### src/nmpd_pkg.sv
`timescale 1ns / 1ps
// Shared types, register and mode codes, and the quarter-wave sine generator.
package nmpd_pkg;

   localparam int DECIM_W = 5;

   localparam logic [2:0] CSR_DECIM  = 3'd0;
   localparam logic [2:0] CSR_MODE   = 3'd1;
   localparam logic [2:0] CSR_STEP   = 3'd2;
   localparam logic [2:0] CSR_CHIRP  = 3'd3;
   localparam logic [2:0] CSR_BRANCH = 3'd4;

   localparam logic [1:0] MODE_PASS  = 2'd0;
   localparam logic [1:0] MODE_NCO   = 2'd1;
   localparam logic [1:0] MODE_CHIRP = 2'd2;
   localparam logic [1:0] MODE_ROT   = 2'd3;

   localparam logic FUNC_SAMPLE = 1'b0;
   localparam logic FUNC_TAP    = 1'b1;

   localparam logic [DECIM_W-1:0] DECIM_RESET = 5'd2;

   localparam int QUEUE_DEPTH = 4;

   localparam logic [63:0] PI_Q30  = 64'd3373259426;
   localparam logic [63:0] ONE_Q30 = 64'd1073741824;

   typedef struct packed {
      logic [DECIM_W-1:0] decim_factor;
      logic [1:0]         mode;
      logic [31:0]        nco_step;
      logic [31:0]        nco_chirp;
      logic [31:0]        branch_phase_step;
   } cfg_type;

   typedef struct packed {
      logic               func;
      logic signed [15:0] sample_re;
      logic signed [15:0] sample_im;
      logic [8:0]         tap_index;
      logic signed [17:0] tap_value;
   } cmd_type;

   // Q1.15 sine of n*pi/2^(b-1) by a truncating Horner series in Q30.
   function automatic logic signed [15:0] quarter_sine(input int unsigned n,
                                                       input int unsigned b);
      logic [63:0] x;
      logic [63:0] x2;
      logic [63:0] t;
      logic [63:0] s;
      x  = (64'(n) * PI_Q30) >> (b - 1);
      x2 = (x * x) >> 30;
      t  = ONE_Q30;
      t  = ONE_Q30 - ((x2 * t) >> 30) / 64'd110;
      t  = ONE_Q30 - ((x2 * t) >> 30) / 64'd72;
      t  = ONE_Q30 - ((x2 * t) >> 30) / 64'd42;
      t  = ONE_Q30 - ((x2 * t) >> 30) / 64'd20;
      t  = ONE_Q30 - ((x2 * t) >> 30) / 64'd6;
      s  = (x * t) >> 30;
      s  = (s + 64'd16384) >> 15;
      if (s > 64'd32767) begin
         s = 64'd32767;
      end
      return signed'(s[15:0]);
   endfunction

endpackage

### src/nmpd_queue.sv
`timescale 1ns / 1ps
// Short command queue between the request front end and the filter engine.
module nmpd_queue import nmpd_pkg::*; (
   input  logic    clock,
   input  logic    reset,
   input  logic    push,
   input  cmd_type push_data,
   output logic    full,
   input  logic    pop,
   output logic    empty,
   output cmd_type pop_data
);
   localparam int PW = $clog2(QUEUE_DEPTH);

   cmd_type       slot_ff [QUEUE_DEPTH];
   logic [PW-1:0] wr_ff;
   logic [PW-1:0] wr_in;
   logic [PW-1:0] rd_ff;
   logic [PW-1:0] rd_in;
   logic [PW:0]   count_ff;
   logic [PW:0]   count_in;
   logic          do_push;
   logic          do_pop;

   always_comb begin
      full     = (count_ff == (PW + 1)'(QUEUE_DEPTH));
      empty    = (count_ff == '0);
      do_push  = push && !full;
      do_pop   = pop && !empty;
      pop_data = slot_ff[rd_ff];
      wr_in    = do_push ? wr_ff + 1'b1 : wr_ff;
      rd_in    = do_pop ? rd_ff + 1'b1 : rd_ff;
      count_in = count_ff + (PW + 1)'(do_push) - (PW + 1)'(do_pop);
   end

   always_ff @(posedge clock) begin
      if (reset) begin
         wr_ff    <= '0;
         rd_ff    <= '0;
         count_ff <= '0;
      end else begin
         wr_ff    <= wr_in;
         rd_ff    <= rd_in;
         count_ff <= count_in;
      end
   end

   always_ff @(posedge clock) begin
      if (do_push) begin
         slot_ff[wr_ff] <= push_data;
      end
   end

endmodule

### config.mk
export PLATFORM = sky130hd
export DESIGN_NAME = nmpd_queue
export DESIGN_NICKNAME = d
export VERILOG_FILES = /design/src/nmpd_pkg.sv /design/src/nmpd_queue.sv
export SDC_FILE = /design/constraint.sdc
export NUM_CORES = 1
export LEC_CHECK = 0
export BUFFER_PORTS_ARGS = -buffer_cell sky130_fd_sc_hd__buf_2
export CORE_ASPECT_RATIO = 1.1
export CORE_MARGIN = 10
export CORE_UTILIZATION = 60
export CTS_CLUSTER_DIAMETER = 40
export DETAILED_ROUTE_END_ITERATION = 6
export PLACE_DENSITY = 0.83
export SYNTH_ARGS = -nofsm -noshare
export SYNTH_HDL_FRONTEND = slang
export SYNTH_SLANG_ARGS = --single-unit
### constraint.sdc
create_clock -name clock -period 4.7 [get_ports clock]
set_input_delay 0.235 -clock clock [delete_from_list [all_inputs] [get_ports clock]]
set_output_delay 0.235 -clock clock [all_outputs]
set_load 0.005 [all_outputs]
## Word level (Yosys, flattened, before mapping)

Memories as Yosys holds them, arrays and structs flattened. A register that Yosys moved wholly into a read port is not among the register bits.
Cells that the tools add are included.
Widths: inputs -> output; s select.

- RAM bits: 240
- Memories kept: 1
- Output and inout port bits: 62
- Bits of input ports: 64
- Flip-flop bits (word level): 7
- Logic and storage cells: 18

Memory list:

| memory | words | width | rd ports | clocked after memory_dff | wr ports | RTL line | RTL |
|---|---|---|---|---|---|---|---|
| slot_ff | 4 | 60 | 1 | 1 | 1 | nmpd_queue.sv:15 | `cmd_type slot_ff [QUEUE_DEPTH];` |

- Equal/unequal tests: 1
- Multiplexer cells: 4
- Add/subtract/negate cells: 4
- Reductions and logical operators: 5

Operators with widths:

| kind | count |
|---|---|
| $add 2x1->2 const B | 2 |
| $mux 2 | 2 |
| $add 3x1->3 | 1 |
| $eq 3x3->1 const B | 1 |
| $logic_not 3->1 | 1 |
| $sub 3x1->3 | 1 |
| $logic_and 1x1->1 | 2 |
| $logic_not 1->1 | 2 |
| $mux 1 | 2 |

## Longest topological paths before layout

Gate-level depths: netlist of the first run.

- Depth in word-level cells: 5
- Mapped depth: 10
- Depth with buffers taken out: 10

## Worst setup path before layout of the first run

Ideal clock, no wire load.

- Path type: reg-to-reg
- From: register count_ff[2]
- To: memory slot_ff[0][0] (netlist bit) (enable)
- Data required time: 4.276 ns
- Arrival: 2.213 ns
- Setup slack: 2.062 ns
- Setup time: 0.424 ns
- Path buffers: 0
- Cell stages (with the launch flop): 4
- Clock period less this slack: 2.638 ns
- Cells stage by stage: dfxtp_1 -> nor3b_2 -> nor2_1 -> and2_1

- Word-level cells in the longest chain between the ends: 5

Ends and longest elaborated chain:

| element | RTL line | RTL |
|---|---|---|
| start, declared | nmpd_queue.sv:20 | `logic [PW:0] count_ff;` |
| start signal, assigned | nmpd_queue.sv:44 | `count_ff <= count_in;` |
| $eq 3x3->1 | nmpd_queue.sv:26 | `full = (count_ff == (PW + 1)'(QUEUE_DEPTH));` |
| named net full | nmpd_queue.sv:8 | `output logic full,` |
| $logic_not 1->1 | nmpd_queue.sv:28 | `do_push = push && !full;` |
| $logic_and 1x1->1 | nmpd_queue.sv:28 |  |
| $mux 1 | nmpd_queue.sv:49 | `if (do_push) begin` |
| $mux 1 (not written as such) | nmpd_queue.sv:50 | `slot_ff[wr_ff] <= push_data;` |
| end, declared | nmpd_queue.sv:15 |  |

The timed path passes the listed nets, and every way through them passes these cells.

==> results of run 1 <==
==> worst paths after layout <==
kind | start | endpoint | slack [ns] | depth (start not counted)
hold reg to reg | rd_ff[1]$_SDFFE_PP0P_ | flip-flop | 0.49 | 2
hold / removal | pop | flip-flop | 0.09 | 4
setup / recovery | flip-flop | pop_data[52] | 1.84 | 3
setup reg to reg | count_ff[1]$_SDFF_PP0_ | count_ff[2]$_SDFF_PP0_ | 2.34 | 10
==> power breakdown <==
group          switching (mW)  internal (mW)  total [mW]
Clock                   0.828           1.17        1.99
Combinational           0.466          0.613        1.08
Sequential              0.169           2.67        2.84
==> flip-flops by register name, summed over array words and instances (netlist names), named ones only <==
signal    count
slot_ff     240
wr_ff         2
count_ff      3
rd_ff         2
==> per-layer routing <==
layer	wire, um	GRT usage (%)	vias to the layer above
met5	7	0	-
met4	466	6.07	2
met3	894	3.14	35
met2	9790	30.4	128
met1	6750	20.1	2277
li1	-	-	1948
==> cells in the final DEF, fill, tap and decap left out, types with 4 or more instances in the layout <==
master and instances:
clkinv_1 4, inv_1 8, dfxtp_1 7, dlygate4sd3_1 61, buf_2 125, mux4_2 60, clkinv_2 7, edfxtp_1 240
nor2_1 4, clkbuf_16 27, and2_4 4, clkinvlp_4 4, ha_1 6
==> worst max-delay path, delay by kind of cell, from the launching register on <==
family | cells | cell delay, ns
muxes | 1 | 0.57
buffers and inverters | 2 | 0.64
DFF | 1 | 0.87
==> area by class of cell <==
class                           count  area, um^2
Timing Repair Buffer              188        1250
Clock buffer                       28         679
Inverter                            8        30.0
Sequential cell                   249        7390
Multi-Input combinational cell     93        1630
Fill cell                         844        3650
Antenna cell                        1        2.50
Tap cell                          196         245
Clock inverter                     20         174
==> kinds of logic (layout without fill, tap and decap cells) <==
group                    Yosys count  in the layout  share of synthesized area [%]
flip-flops                       249            249                           80.3
multiplexers                      61             61                           14.8
buffers and inverters             23            244                           2.16
AND/OR/NAND/NOR                   17             17                           1.13
adder cells (fa/ha/maj)            7              7                           1.03
AO/OA/AOI/OAI                      5              5                          0.353
XOR/XNOR                           3              3                          0.285
other                              0              1                              0
==> results.json, run 1 <==
{
  "yosysMostFrequentCell": "edfxtp_1",
  "finalHoldViolCount": 0,
  "final_util_pct": 75.7,
  "setup_viol": 0,
  "synth-seq-area-share_pct": 80.3,
  "cts_root_buf": "clkbuf_16",
  "dp_slack_ns": 2.27,
  "drt_iter0_markers": 271,
  "synth_edf_count": 240,
  "crit_type": "reg2out",
  "syn-cell-area_mm2": 0.00921,
  "totalWireLength_um": 17900,
  "clk_latency_ns": 0.51,
  "dieArea_mm2": 0.0207,
  "synth_top_area_share_pct": 78.3,
  "run_status": "completed",
  "cts_resized": 0,
  "fin_nets": 637,
  "rsz0062_at_grt": "no",
  "cp-start-kind": "flip-flop",
  "async_flop_share_pct": 0,
  "peakVddDrop_v": 0.000344,
  "slew_headroom_pct": 35.5,
  "max-clock-path-buffers": 3,
  "viasPerCell": 5.61,
  "end_kind": "output pin",
  "ys_types": 25,
  "maxSlewViolCount": 0,
  "portBuffers": 125,
  "worstPathMaxFanout": 41,
  "ys_warn_count": 0,
  "whs_ns": 0.0947,
  "num_vias": 4390,
  "max_stage_delay_ns": 0.87,
  "fp.dieW_um": 138,
  "fin_total_pwr_mw": 5.91,
  "grt_usage_pct": 16.9,
  "fin_skew_ns": 0.0116,
  "grt_max_degree": 61,
  "setup_ws_ns": 1.84,
  "cts_hold_buf": 61,
  "cts_buffers": 26,
  "final_area_mm2": 0.0114,
  "placed_cells": 673,
  "leakagePower_nw": 3.91,
  "period_minus_slack_ns": 2.86,
  "worstPathRequired_ns": 4.47,
  "grt_pass1_vias": 4820,
  "drc": 0,
  "grt-ovfl-total": 0,
  "worstMarginPinSlew_ns": 0.967,
  "cts_sinks": 249,
  "layout.cells.non_filler": 783,
  "maxCapViolCount": 0,
  "globalplace.congestion": 0.739,
  "cts_setup_buffers": 0,
  "hold_path_class": "in2reg",
  "ios": 126,
  "fin_crit_sh_pct": 60.9,
  "placementRows": 47,
  "ys_ff_latch": 249,
  "grt_pass1_wl_um": 27700,
  "synth_fp_nets": 436,
  "synth_top_area_cell": "edfxtp_1",
  "fin_setup_tns_ns": 0,
  "wire_per_inst_um": 22.9,
  "synth.avg_cell_area_um2": 25.2,
  "start_util_pct": 61.1,
  "final_layout_size_suffix_gt1_share_pct": 40.8,
  "ys.flop_type": "edfxtp_1",
  "dpl_cell_area_mm2": 0.00994,
  "synth_cells": 365,
  "synthTopCellsByCount": "edfxtp_1 (240), mux4_2 (60), dfxtp_1 (9)",
  "antenna_found_initial": 2,
  "core-area_mm2": 0.0151,
  "max_freq_mhz": 350,
  "crit_chain": "buf_4 > mux4_2 > buf_2",
  "cp_slowest_cell": "dfxtp_4",
  "drt_pre_antenna_iters": 5,
  "syn_to_final_growth_pct": 23.9,
  "arrival_ns": 2.63,
  "path_clk_slew_ns": 0.06,
  "drtAntennaViolNets": 0,
  "cts_tree": "done",
  "ys_top_cells_by_area": "edfxtp_1 (78%), mux4_2 (15%), dfxtp_1 (2.0%)",
  "htreeDepth": 1,
  "dieHeight_um": 150,
  "p_per_area_mw_per_mm2": 519,
  "place_hpwl_um": 10200
}
No activity file was read; power rests on OpenSTA's default activity.
==> run 2: changes to the inputs <==
--- a/config.mk
+++ b/config.mk
@@ -8,10 +8,10 @@
 export BUFFER_PORTS_ARGS = -buffer_cell sky130_fd_sc_hd__buf_2
 export CORE_ASPECT_RATIO = 1.1
 export CORE_MARGIN = 10
-export CORE_UTILIZATION = 60
+export CORE_UTILIZATION = 57
 export CTS_CLUSTER_DIAMETER = 40
 export DETAILED_ROUTE_END_ITERATION = 6
-export PLACE_DENSITY = 0.83
+export PLACE_DENSITY = 0.79
 export SYNTH_ARGS = -nofsm -noshare
 export SYNTH_HDL_FRONTEND = slang
 export SYNTH_SLANG_ARGS = --single-unit
==> constraint.sdc (replaced) <==
create_clock -name clock -period 2.9 [get_ports clock]
set_input_delay 0.145 -clock clock [delete_from_list [all_inputs] [get_ports clock]]
set_output_delay 0.145 -clock clock [all_outputs]
set_load 0.005 [all_outputs]
==> results.json, run 2 (synthesis results as in run 1) <==
{
  "fin_crit_sh_pct": 81.3,
  "grt-ovfl-total": 0,
  "grt_usage_pct": 16.4,
  "wire_per_inst_um": 22.1,
  "grt_pass1_wl_um": 28000,
  "htreeDepth": 1,
  "crit_start": "count_ff[1]$_SDFF_PP0_",
  "final_area_mm2": 0.0117,
  "path_clk_slew_ns": 0.06,
  "clk_latency_ns": 0.53,
  "peakVddDrop_v": 0.000501,
  "crit_type": "reg2reg",
  "ios": 126,
  "leakagePower_nw": 4.02,
  "reg2regPathDepth": 10,
  "run_status": "completed",
  "critical_path.reg2reg.endpoint": "count_ff[2]$_SDFF_PP0_",
  "grt_pass1_vias": 4904,
  "period_minus_slack_ns": 2.36,
  "drc": 0,
  "final_cell_mix": "edfxtp_1 (240), buf_2 (125), dlygate4sd3_1 (64), mux4_2 (60), clkbuf_16 (30)",
  "maxSlewViolCount": 0,
  "dieHeight_um": 153,
  "fin_skew_ns": 0.00721,
  "cts_root_buf": "clkbuf_16",
  "start_util_pct": 58.3,
  "cp-start-kind": "flip-flop",
  "max_freq_mhz": 424,
  "n_antenna_cell": 0,
  "arrival_ns": 2.78,
  "max-clock-path-buffers": 3,
  "core-area_mm2": 0.0158,
  "cts_hold_buf": 64,
  "end_kind": "flip-flop",
  "r2r_start": "count_ff[1]$_SDFF_PP0_",
  "cts_buffers": 30,
  "placementRows": 48,
  "worstMarginPinSlew_ns": 0.568,
  "drt_pre_antenna_iters": 4,
  "place_hpwl_um": 10700,
  "setup_ws_ns": 0.541,
  "layout.cells.non_filler": 804,
  "setup_viol": 0,
  "dp_slack_ns": 0.533,
  "final_common_cell": "edfxtp_1",
  "r2r_slack_ns": 0.54,
  "largest_register_ffs": 240,
  "finalHoldViolCount": 0,
  "largest_register": "slot_ff",
  "slew_headroom_pct": 62.2,
  "hold_path_class": "in2reg",
  "viasPerCell": 5.45,
  "fin_total_pwr_mw": 9.89,
  "p_per_area_mw_per_mm2": 849,
  "portBuffers": 125,
  "worstPathRequired_ns": 3.32,
  "cts_resized": 0,
  "placed_cells": 684,
  "globalplace.congestion": 0.719,
  "worstPathMaxFanout": 6,
  "final_layout_size_suffix_gt1_share_pct": 41.9,
  "crit_end": "count_ff[2]$_SDFF_PP0_",
  "maxCapViolCount": 0,
  "cts_tree": "done",
  "syn_to_final_growth_pct": 26.6,
  "totalWireLength_um": 17700,
  "fin_setup_tns_ns": 0,
  "dpl_cell_area_mm2": 0.0101,
  "rsz0062_at_grt": "no",
  "reg_top3": "slot_ff (240), count_ff (3)",
  "dieArea_mm2": 0.0216,
  "drtAntennaViolNets": 0,
  "cts_setup_buffers": 0,
  "antenna_found_initial": 0,
  "num_vias": 4379,
  "fp.dieW_um": 141,
  "drt_iter0_markers": 268,
  "cts_sinks": 249,
  "fin_nets": 651,
  "grt_max_degree": 41
}
==> run 2: cell types whose count changed in the layout (fill, tap and decap cells not counted), sizes merged <==
cell | before | now
buf | 127 | 134
bufinv | 2 | 1
clkbuf | 28 | 31
clkinvlp | 4 | 6
diode | 1 | 0
dlygate4sd3 | 61 | 64
inv | 10 | 14
==> run 2: critical path, cell delays in order, from the launching register on <==
cell     delay, ns
dfxtp_1       0.45
nor3b_2       0.10
nor2_1        0.32
inv_1         0.09
ha_1          0.29
inv_1         0.04
ha_1          0.19
fa_1          0.38
xnor2_1       0.19
xnor2_1       0.14
nor2_1        0.06
==> run 2: final cells by class <==
type,instances,area [um^2]
Clock buffer,31,754
Timing Repair Buffer,198,1400
Fill cell,880,4140
Multi-Input combinational cell,93,1630
Inverter,8,30.0
Tap cell,200,250
Sequential cell,249,7390
Clock inverter,25,199
==> run 2: worst min path at each step <==
stage	to	from	slack [ns]	cells after the start
2_1_floorplan	slot_ff[0][0]$_DFFE_PP_	push_data[0]	0.24	0
3_3_place_gp	slot_ff[1][9]$_DFFE_PP_	push_data[9]	0.35	1
3_5_place_dp	slot_ff[1][7]$_DFFE_PP_	push_data[7]	0.36	1
4_1_cts	slot_ff[2][18]$_DFFE_PP_	push_data[18]	0.34	2
5_1_grt	slot_ff[0][52]$_DFFE_PP_	push_data[52]	0.36	2
6_report	slot_ff[3][32]$_DFFE_PP_	push_data[32]	0.36	2
==> run 2: stage by stage <==
stage          hold slack (ns)  util (%)
2_1_floorplan            0.244         -
3_3_place_gp             0.354      63.7
3_5_place_dp             0.363      63.7
4_1_cts                  0.343      73.8
5_1_grt                  0.358      73.8
6_report                 0.364      73.8
==> run 2: routing by layer <==
| metal | track usage [%] | wire length (um) |
|---|---|---|
| met5 | 0 | 0 |
| met1 | 20.6 | 7080 |
| met3 | 3.10 | 904 |
| met2 | 28.2 | 9360 |
| met4 | 5.22 | 382 |
==> run 2: report_power, final <==
group,internal [mW],switching (mW)
clock,2.01,1.44
sequential,4.33,0.103
combinational,1.06,0.944
total,7.40,2.49
==> run 3: changes to the inputs <==
--- a/config.mk
+++ b/config.mk
@@ -8,10 +8,10 @@
 export BUFFER_PORTS_ARGS = -buffer_cell sky130_fd_sc_hd__buf_2
 export CORE_ASPECT_RATIO = 1.1
 export CORE_MARGIN = 10
-export CORE_UTILIZATION = 57
+export CORE_UTILIZATION = 51
 export CTS_CLUSTER_DIAMETER = 40
 export DETAILED_ROUTE_END_ITERATION = 6
-export PLACE_DENSITY = 0.79
+export PLACE_DENSITY = 0.75
 export SYNTH_ARGS = -nofsm -noshare
 export SYNTH_HDL_FRONTEND = slang
 export SYNTH_SLANG_ARGS = --single-unit
==> constraint.sdc (replaced) <==
create_clock -name clock -period 1.9 [get_ports clock]
set_input_delay 0.095 -clock clock [delete_from_list [all_inputs] [get_ports clock]]
set_output_delay 0.095 -clock clock [all_outputs]
set_load 0.005 [all_outputs]
==> results.json, run 3 (synthesis results as in run 1) <==
{
  "grt_pass1_wl_um": 28400,
  "swShare_pct": 24.5,
  "multi_input_area_mm2": 0.00169,
  "ios": 126,
  "largest_register": "slot_ff",
  "fillCellCount": 1159,
  "maxCapViolCount": 0,
  "hp-start": "push_data[30]",
  "cts_root_buf": "clkbuf_16",
  "setup_ws_ns": -0.0839,
  "final_layout_size_suffix_gt1_share_pct": 46.3,
  "hold-path-cell-count": 2,
  "whs_ns": 0.313,
  "arrival_ns": 1.89,
  "max_freq_mhz": 504,
  "drt_pre_antenna_iters": 4,
  "power_frac_clock_pct": 32.2,
  "p_per_area_mw_per_mm2": 1280,
  "hold_path_class": "in2reg",
  "r2r_start": "count_ff[2]$_SDFF_PP0_",
  "worstMarginPinSlew_ns": 0.356,
  "maxSlewViolCount": 0,
  "wire_per_inst_um": 21.1,
  "htreeDepth": 1,
  "fp.dieW_um": 148,
  "globalplace.congestion": 0.731,
  "clk_latency_ns": 0.53,
  "cp_top_family": "multiplexers",
  "path_clk_slew_ns": 0.06,
  "reg_top3": "slot_ff (240), count_ff (3)",
  "end_kind": "output pin",
  "max-clock-path-buffers": 3,
  "dieHeight_um": 161,
  "fin_nets": 680,
  "cp_slowest_cell": "mux4_2",
  "intPower_mw": 11.8,
  "final_cell_mix": "edfxtp_1 (240), buf_2 (117), dlygate4sd3_1 (63), mux4_2 (60), clkbuf_16 (31)",
  "cts_sinks": 249,
  "totalWireLength_um": 18300,
  "cts_tree": "done",
  "crit_type": "reg2out",
  "num_vias": 4491,
  "grt_max_degree": 61,
  "viasPerCell": 5.17,
  "syn_to_final_growth_pct": 32.6,
  "largest_register_ffs": 240,
  "wl_met2_um": 9950,
  "grt-ovfl-total": 0,
  "slew_headroom_pct": 76.3,
  "cp.depth": 4,
  "finalHoldViolCount": 0,
  "cp-start-kind": "flip-flop",
  "fin_crit_sh_pct": 104,
  "regArea_mm2": 0.00740,
  "max_stage_delay_ns": 0.50,
  "grt_pass1_vias": 5005,
  "seqPwrFrac_pct": 43.4,
  "run_status": "finished, violations left",
  "final_util_pct": 68.8,
  "cts_buffers": 28,
  "routed.top_layer": "met4",
  "core-area_mm2": 0.0177,
  "grt_usage_pct": 15.3,
  "dieArea_mm2": 0.0238,
  "reg2regPathDepth": 10,
  "wl_met3_um": 821,
  "wl_met1_um": 7150,
  "final_common_cell": "edfxtp_1",
  "fin_skew_ns": 0.0157,
  "fin_total_pwr_mw": 15.6,
  "dp_slack_ns": -0.127,
  "combPwrFrac_pct": 24.4,
  "setup_viol": 60,
  "crit_chain": "buf_12 > clkbuf_16 > mux4_2 > buf_2",
  "place_hpwl_um": 11000,
  "leakagePower_nw": 4.22,
  "antenna_found_initial": 3,
  "rsz0062_at_grt": "yes",
  "worstPathMaxFanout": 8,
  "placementRows": 51,
  "worstPathRequired_ns": 1.80,
  "drt_iter0_markers": 210,
  "violations": "negative setup slack",
  "drc": 0,
  "drtAntennaViolNets": 0,
  "cp_num_buf_inv": 3,
  "power.net_switching_mw": 3.83,
  "start_util_pct": 51.9,
  "portBuffers": 125,
  "peakVddDrop_v": 0.000895,
  "period_minus_slack_ns": 1.98
}
[run 3: cell types whose count changed in the layout (fill, tap and decap cells not counted), moves of 4 or more]
cell | previous run | this run
buf_12 | 5 | 15
buf_2 | 125 | 117
buf_4 | 4 | 18
buf_6 | 0 | 11
clkinv_1 | 5 | 1
inv_6 | 5 | 1
[run 3: power groups by stage]
stage | combinational (mW) | sequential [mW] | clock [mW]
floorplan | 2.08 | 6.83 | 0
global placement | 3.14 | 6.90 | 0
detailed placement | 3.20 | 6.94 | 0
CTS | 3.43 | 6.80 | 5.14
global route | 4.12 | 6.83 | 5.40
finish | 3.82 | 6.79 | 5.03
[run 3: layout make-up]
class | count | share of cell area [%]
diodes | 3 | 0.0615
clock buffers | 32 | 5.86
clock inverters | 16 | 1.38
inverters | 8 | 0.246
multi-input cells | 93 | 13.8
flip-flops and latches | 249 | 60.7
well taps | 238 | 2.44
repair buffers | 229 | 15.5
[run 3: metal layers]
layer  track usage [%]  vias up
li1                  -     2035
met1              18.1     2317
met2              26.9      113
met3              3.43       26
met4              5.37        0
met5                 0        -
[run 3: timing repair]
| item | in CTS | in global routing |
|---|---|---|
| hold buffers | 63 | 0 |
| pin swaps | 2 | 6 |
| cloned | 0 | 3 |
| endpoints found under the setup margin | 57 | 232 |
| hold endpoints to repair | 249 | 0 |
| setup buffers | 6 | 11 |
| resized for setup | 3 | 23 |
[run 3: path summary, 6_finish.rpt]
| kind | end | slack, ns |
|---|---|---|
| setup / recovery | pop_data[3] | -0.08 |
| hold / removal | slot_ff[2][30]$_DFFE_PP_ | 0.31 |
| setup reg to reg | count_ff[2]$_SDFF_PP0_ | -0.08 |
| hold reg to reg | flip-flop | 0.52 |
[run 3: stage by stage]
step,instances,setup TNS [ns],area [um^2]
after floorplan,365,-6.83,9240
after global placement,734,-0.0292,10300
after detailed placement,734,-0.127,10300
after CTS,851,-5.02,11900
after global routing,867,-6.81,12200
final,868,-2.40,12200
[run 3: worst reg2reg max path: stages, from the launching register on]
cell	delay, ns
dfxtp_4	0.35
nor3b_4	0.16
nor2_2	0.13
inv_2	0.06
ha_4	0.27
inv_2	0.04
ha_4	0.15
fa_2	0.38
xnor2_2	0.16
xnor2_1	0.14
nor2_1	0.05
